===== config.mk =====
export PLATFORM = sky130hd
export DESIGN_NAME = bni_controller
export DESIGN_NICKNAME = d
export VERILOG_FILES = /design/src/design/bni_pkg.sv /design/src/design/bni_controller.sv
export SDC_FILE = /design/constraint.sdc
export NUM_CORES = 1
export LEC_CHECK = 0
export BUFFER_PORTS_ARGS = -buffer_cell sky130_fd_sc_hd__buf_2
export CORE_MARGIN = 2
export CORE_UTILIZATION = 40
export CTS_BUF_LIST = sky130_fd_sc_hd__clkbuf_4
export CTS_CLUSTER_DIAMETER = 40
export DETAILED_ROUTE_END_ITERATION = 8
export PLACE_DENSITY = 0.57
export SETUP_SLACK_MARGIN = 0.15
export SYNTH_ARGS = -nofsm -noshare
export SYNTH_HDL_FRONTEND = slang
export SYNTH_SLANG_ARGS = --single-unit

===== constraint.sdc =====
create_clock -name clock -period 2.8 [get_ports clock]
set_clock_uncertainty 0.15 [all_clocks]
set_input_delay 0 -clock clock [delete_from_list [all_inputs] [get_ports clock]]
set_output_delay 0 -clock clock [all_outputs]
set_load 0.02 [all_outputs]

===== src/design/bni_pkg.sv =====
package bni_pkg;

   localparam int unsigned MaxChannels = 512;
   localparam int unsigned ValueWidth = 32;
   localparam int unsigned ChanWidth  = 9;
   localparam int unsigned PosWidth   = 16;
   localparam int unsigned CountWidth = 10;
   localparam int unsigned SideWidth  = 9;
   localparam int unsigned SqrtSteps  = 25;   // radicand below 2^49
   localparam int unsigned DivSteps   = 64;   // quotient bits kept

   localparam logic [1:0] CSR_ACT_CHANNELS   = 2'd0;
   localparam logic [1:0] CSR_PLANE_SIDE     = 2'd1;
   localparam logic [1:0] CSR_PARAM_CHANNELS = 2'd2;
   localparam logic [1:0] CSR_INPUT_FORMAT   = 2'd3;

   localparam logic OP_SAMPLE = 1'b0;
   localparam logic OP_LOAD   = 1'b1;

   localparam logic [1:0] SEL_MEAN     = 2'd0;
   localparam logic [1:0] SEL_VARIANCE = 2'd1;
   localparam logic [1:0] SEL_GAIN     = 2'd2;
   localparam logic [1:0] SEL_BIAS     = 2'd3;

   localparam logic [1:0] STATUS_DONE     = 2'd0;
   localparam logic [1:0] STATUS_STORED   = 2'd1;
   localparam logic [1:0] STATUS_MISMATCH = 2'd2;

   typedef struct packed {
      logic load;        // latch the item
      logic fetch;       // register table reads, or write the table on a load
      logic prep;        // compute d, radicand, product
      logic sqrt_step;
      logic div_init;
      logic div_step;
      logic finish;      // add bias, saturate
   } bni_cmd_type;

   typedef struct packed {
      logic is_load;
      logic mismatch;
   } bni_status_type;

endpackage


===== src/design/bni_controller.sv =====
module bni_controller (
   input  logic                     clock,
   input  logic                     reset,
   input  logic                     in_valid,
   output logic                     in_ready,
   output logic                     out_valid,
   input  logic                     out_ready,
   input  bni_pkg::bni_status_type  status,
   output bni_pkg::bni_cmd_type     cmd
);

   typedef enum logic [2:0] {
      ST_IDLE, ST_FETCH, ST_PREP, ST_SQRT, ST_DIV, ST_FINISH, ST_HOLD
   } state_type;

   state_type  state_ff;
   logic [6:0] cnt_ff;
   logic       out_valid_ff;

   assign out_valid = out_valid_ff;
   // accept while a finished result waits; its slot frees when taken
   assign in_ready = (state_ff == ST_IDLE);

   always_comb begin
      cmd = '0;
      cmd.load      = in_valid && in_ready;
      cmd.fetch     = (state_ff == ST_FETCH);
      cmd.prep      = (state_ff == ST_PREP);
      cmd.sqrt_step = (state_ff == ST_SQRT);
      cmd.div_init  = (state_ff == ST_SQRT) && (cnt_ff == 7'(bni_pkg::SqrtSteps - 1));
      cmd.div_step  = (state_ff == ST_DIV);
      cmd.finish    = (state_ff == ST_FINISH) && (!out_valid_ff || out_ready);
   end

   always_ff @(posedge clock) begin
      if (reset) begin
         state_ff     <= ST_IDLE;
         cnt_ff       <= '0;
         out_valid_ff <= 1'b0;
      end else begin
         if (cmd.finish) out_valid_ff <= 1'b1;
         else if (out_valid_ff && out_ready) out_valid_ff <= 1'b0;
         case (state_ff)
            ST_IDLE:  if (in_valid && in_ready) state_ff <= ST_FETCH;
            ST_FETCH: begin
               if (status.is_load || status.mismatch) state_ff <= ST_FINISH;
               else state_ff <= ST_PREP;
            end
            ST_PREP: begin
               cnt_ff   <= '0;
               state_ff <= ST_SQRT;
            end
            ST_SQRT: begin
               if (cnt_ff == 7'(bni_pkg::SqrtSteps - 1)) begin
                  cnt_ff   <= '0;
                  state_ff <= ST_DIV;
               end else begin
                  cnt_ff <= cnt_ff + 7'd1;
               end
            end
            ST_DIV: begin
               if (cnt_ff == 7'(bni_pkg::DivSteps - 1)) state_ff <= ST_FINISH;
               else cnt_ff <= cnt_ff + 7'd1;
            end
            ST_FINISH: begin
               if (!out_valid_ff || out_ready) state_ff <= ST_IDLE;
            end
            default: state_ff <= ST_IDLE;
         endcase
      end
   end

endmodule


# Word-level counts from Yosys, hierarchy flattened

Cells that the tools add are included.

Flip-flop bits (word level): 11
Bits in latches: 0
Bits in writable memories: 0
Memory bits (read-only): 0
Bits of input ports: 6
Output and inout port bits: 9
Memories kept: 0

$add $sub $neg: 1
Multipliers: 0
Divide/modulo/power cells: 0
Magnitude comparators: 0
Eq/ne operators: 12
Shift-type cells: 0
Multiplexer cells: 11
Bitwise logic cells: 0
Reduce and logical (&&, ||, !) cells: 12

Operators by type and width:

| kind                                                            | number |
|---|---|
| 7-bit one-hot mux with 3 select lines                           | 1 |
| 3-bit one-hot mux with 6 select lines                           | 1 |
| 3-bit 2-to-1 mux                                                | 5 |
| 7-bit 2-to-1 mux                                                | 2 |
| 2-bit by 1-bit != test with 1-bit output, second input constant | 4 |
| 7-bit by 1-bit adder with 7-bit output, second input constant   | 1 |
| 7-bit by 5-bit == test with 1-bit output, second input constant | 1 |
| 7-bit by 6-bit == test with 1-bit output, second input constant | 1 |
| 3-bit by 2-bit == test with 1-bit output, second input constant | 2 |
| 3-bit == test, second input constant                            | 2 |
| 1-bit logical AND                                               | 4 |
| 4-bit AND reduction                                             | 1 |
| 3-bit by 1-bit == test with 1-bit output, second input constant | 1 |
| 3-bit logical NOT                                               | 1 |
| 3-bit nonzero test                                              | 1 |
| 1-bit logical OR                                                | 2 |
| 1-bit 2-to-1 mux                                                | 2 |
| 2-bit != test, second input constant                            | 1 |
| 2-bit AND reduction                                             | 1 |
| 2-bit nonzero test                                              | 1 |
| 1-bit logical NOT                                               | 1 |

# Depth between registers and ports, before layout

Depth in word-level cells: 4
Depth in mapped cells: 6

# Worst setup path before layout

No wires, ideal clock.

Kind: flip-flop to flip-flop
Start: reg state_ff[2]
End: reg cnt_ff[3]
Arrival: 1476 ps
Data required time: 2578 ps
Path slack: 1102 ps
Cell stages (with the launch flop): 6
Period minus slack after synthesis: 1698 ps
Cell sequence: dfxtp_1 buf_6 nor3b_4 o31ai_2 a211oi_1 mux2i_1

RTL lines:

| element                | line                 | text |
|---|---|---|
| start, declared        | bni_controller.sv:16 | `state_type state_ff;` |
| start signal, assigned | bni_controller.sv:37 | `state_ff <= ST_IDLE;` |
| start signal, assigned | bni_controller.sv:44 | `ST_IDLE: if (in_valid && in_ready) state_ff <= ST_FETCH;` |
| start signal, assigned | bni_controller.sv:46 | `if (status.is_load \|\| status.mismatch) state_ff <= ST_FINISH;` |
| end signal, assigned   | bni_controller.sv:58 | `cnt_ff <= cnt_ff + 7'd1;` |
| end signal, assigned   | bni_controller.sv:63 | `else cnt_ff <= cnt_ff + 7'd1;` |
| end, declared          | bni_controller.sv:17 | `logic [6:0] cnt_ff;` |

# Worst setup path in the final report

Start: reg state_ff[1]
End: reg state_ff[1]

Word-level cells in the longest chain between the ends: 4

Ends and longest elaborated chain:

| element                                            | line |
|---|---|
| 3-bit logical NOT                                  | bni_controller.sv:22, bni_controller.sv:43 |
| 1-bit logical AND                                  | bni_controller.sv:44 |
| 2-bit by 1-bit != test with 1-bit output (no line) | n/a |
| 4-bit AND reduction (no line)                      | n/a |

Several ways; a longest one is shown, not always the timed one.
A chain may end at the register's enable or synchronous reset.

==> impl_table.tex <==
\begin{tabular}{lr}
\hline
Metric & Value \\
\hline
\multicolumn{2}{l}{\textbf{Run status}} \\
Result of the run & finished clean \\
\multicolumn{2}{l}{\textbf{Finish}} \\
\# nets final & 117 \\
Area growth from synthesis to layout & 20.2\% \\
Non-filler cells in the finished layout & 133 \\
Fraction of final layout cells sized beyond drive strength 1 & 22.2\% \\
Design Area, Final & 902 um\^{}2 \\
Final-layout fill cell count & 183 \\
Antenna diode count & 0 \\
\multicolumn{2}{l}{\textbf{Timing}} \\
Setup\_tns & 0 ns \\
Upper clock frequency limit & 0.536 GHz \\
Final Hold Slack & 0.0378 ns \\
Number of hold violations in the final report & 0 \\
Final Slew Violations & 0 \\
Final setup violating endpoints & 0 \\
RSZ-0062 raised after global routing & false \\
Tcrit/Tclk final & 66.6\% \\
Final min period & 1.86 ns \\
Worst-case headroom to the max-slew limit & 68.9\% \\
Transition time of the tightest slew-check pin & 0.455 ns \\
\multicolumn{2}{l}{\textbf{Routing}} \\
Number of vias after detailed routing & 684 \\
Total wire length & 1670 um \\
Ratio of routed vias to standard cells & 5.14 \\
DR WL/cell & 12.6 um \\
Post-detailed-route count of antenna-violating nets & 0 \\
DR DRC count & 0 \\
DRT iter0 DRCs & 17 \\
First-pass iteration count of the detailed router & 6 \\
\multicolumn{2}{l}{\textbf{Floorplan}} \\
Die span in x & 47.3 um \\
Core region area & 0.00175 mm\^{}2 \\
Std cell rows & 15 \\
Chip height & 47.3 um \\
Initial core utilization & 43.0\% \\
Count of pins on the block boundary & 15 \\
Die Area & 0.00224 mm\^{}2 \\
\multicolumn{2}{l}{\textbf{Setup path}} \\
Critical path fanouts, max & 11 \\
Worst EP arrival & 1.91 ns \\
Element type at the critical path start & register \\
Top cell by count, worst path & nor3\_1 \\
Crit path kind & register to register \\
Top Family by Delay on Critical Path & buffers and inverters \\
CP Capture Type & register \\
Buf+Inv Stages, Crit Path & 1 \\
Required @ worst endpoint & 2.84 ns \\
Peak per-stage delay on the critical path & 0.60 ns \\
Worst path slowest cell & dlygate4sd3\_1 \\
Crit path cell chain & nor3\_1, dlygate4sd3\_1, a21oi\_1, nor3\_1 \\
\multicolumn{2}{l}{\textbf{Yosys}} \\
Synthesized area per cell & 8.44 um\^{}2 \\
Primary FF master, synth & dfxtp\_1 \\
Gate count of the mapped netlist & 89 \\
Number of enable-type register cells in the synthesized netlist & 0 \\
Post-synthesis instance area & 751 um\^{}2 \\
Yosys warning total & 0 \\
Register area share after synthesis & 29.3\% \\
\#FFs+latches synth & 11 \\
Yosys cell types & 33 \\
Synthesized netlist net count & 97 \\
Async set or reset register ratio after synthesis & 0\% \\
\multicolumn{2}{l}{\textbf{Flow run}} \\
Max-cap violation count & 0 \\
\multicolumn{2}{l}{\textbf{GRT}} \\
Antenna violations before repair & 0 \\
Via count of the first global-routing pass & 554 \\
First-pass GRT wire length & 2760 um \\
Pin count of the biggest net entering global routing & 14 \\
Total track usage & 18.4\% \\
Overflow left after global routing & 0 \\
\multicolumn{2}{l}{\textbf{Clock network}} \\
Root Driver & clkbuf\_4 \\
Max Buffers Root-to-Sink & 2 \\
Clock H-tree levels & 1 \\
TritonCTS Buffers & 3 \\
Num Clock Sinks & 11 \\
Worst-skew pair later-pin latency & 0.28 ns \\
Clock transition at path regs & 0.08 ns \\
Buffer count from post-CTS setup fixing & 0 \\
TritonCTS clock tree & yes \\
Number of gates given a new drive strength after cts & 0 \\
\multicolumn{2}{l}{\textbf{Power}} \\
Leakage dissipation & 0.346 nW \\
PwrDens & 448 mW/mm\^{}2 \\
Post-layout power & 404 uW \\
IR drop worst, VDD & 249 uV \\
\multicolumn{2}{l}{\textbf{Placement}} \\
Buffers added on ports & 14 \\
Placed cell count & 125 \\
Post-DP HPWL & 1150 um \\
Total cell area at the placement stage & 832 um\^{}2 \\
Routability congestion estimate from global placement & 0.796 \\
\multicolumn{2}{l}{\textbf{Worst hold path}} \\
HP Class & input port to register \\
\hline
\end{tabular}
-- tightest hold or removal path, delay by kind of cell --
kind	cells	cell delay, ns
AND/OR/NAND/NOR	3	0.23
AO/OA/AOI/OAI	1	0.13
buffers and inverters	1	0.07
-- synth_stat cells, drive strengths merged, types with 2 or more instances --
| cell | instances | area [um^2] |
|---|---|---|
| nor2 | 3 | 11.3 |
| a21oi | 7 | 35.0 |
| nor3b | 2 | 26.3 |
| nor3 | 3 | 15.0 |
| and2 | 3 | 18.8 |
| o21ai | 3 | 15.0 |
| a31oi | 2 | 12.5 |
| ha | 2 | 25.0 |
| buf | 2 | 16.3 |
| inv | 6 | 22.5 |
| mux2i | 4 | 40.0 |
| nor2b | 2 | 12.5 |
| nand2b | 5 | 31.3 |
| o31a | 2 | 17.5 |
| dfxtp | 11 | 220 |
| and3 | 2 | 12.5 |
| nor4 | 3 | 18.8 |
| a211oi | 2 | 15.0 |
| nand2 | 10 | 37.5 |
| nand3 | 5 | 30.0 |
-- sequential cells by signal (all words and copies together) (netlist names) --
| register | cells |
|---|---|
| cnt_ff | 7 |
| out_valid | 1 |
| state_ff | 3 |
-- layout by cell type (no fill, tap or decap), types with 3 or more instances in the layout --
cell and n:
nand2_1 10, o21ai_0 3, nor2_1 3, nor3_1 3, and2_1 3, a21oi_1 7
dlygate4sd3_1 4, inv_1 6, nand3_1 4, nand2b_1 5, mux2i_1 4, clkbuf_4 4
nor4_1 3, dfxtp_1 11, buf_2 14
-- routing by layer --
layer,global-route usage [%],wire [um]
met4,10.0,42
met2,21.9,690
met5,0,0
met1,27.7,844
met3,6.15,94
-- cell families (layout without fill, tap and decap cells) --
| kind of cell | after synthesis | in the layout | synth area share (%) |
|---|---|---|---|
| compound gates | 22 | 22 | 22.2 |
| fa+ha+maj | 2 | 2 | 3.33 |
| buf+inv | 9 | 28 | 5.67 |
| flops | 11 | 11 | 29.3 |
| mux | 4 | 4 | 5.33 |
| simple gates | 41 | 41 | 34.2 |
-- cell type report --
cell class	count	area, um^2	share of cell area [%]
clock buffers	4	30.0	3.33
multi-input cells	69	488	54.1
inverters	6	22.5	2.50
flip-flops and latches	11	220	24.4
well taps	25	31.3	3.47
repair buffers	18	110	12.2
-- report_power, final --
group	leakage [nW]	internal, mW	switching (mW)
sequential	0.0892	0.164	0.0178
clock	0.0184	0.0651	0.0601
combinational	0.238	0.0418	0.0552
-- final timing paths --
check         startpoint           to  slack (ns)  cells after the start
max          state_ff[1]  state_ff[1]        0.94                      4
min            status[0]  state_ff[2]        0.04                      5
max reg2reg  state_ff[1]  state_ff[1]        0.94                      4
min reg2reg    cnt_ff[5]    cnt_ff[5]        0.35                      2
-- repair_timing --
| item | 4_1_cts | 5_1_grt |
|---|---|---|
| setup endpoints to repair | 0 | 0 |
| hold buffers | 4 | 0 |
| hold endpoints to repair | 11 | 0 |
-- per-stage QoR --
stage	utilization, %	worst slack [ns]
global route	51.7	0.717
detailed placement	47.7	1.02
floorplan	-	1.10
global placement	47.7	1.01
CTS	51.7	0.950
finish	51.7	0.935
(Power assumes the default switching activity.)
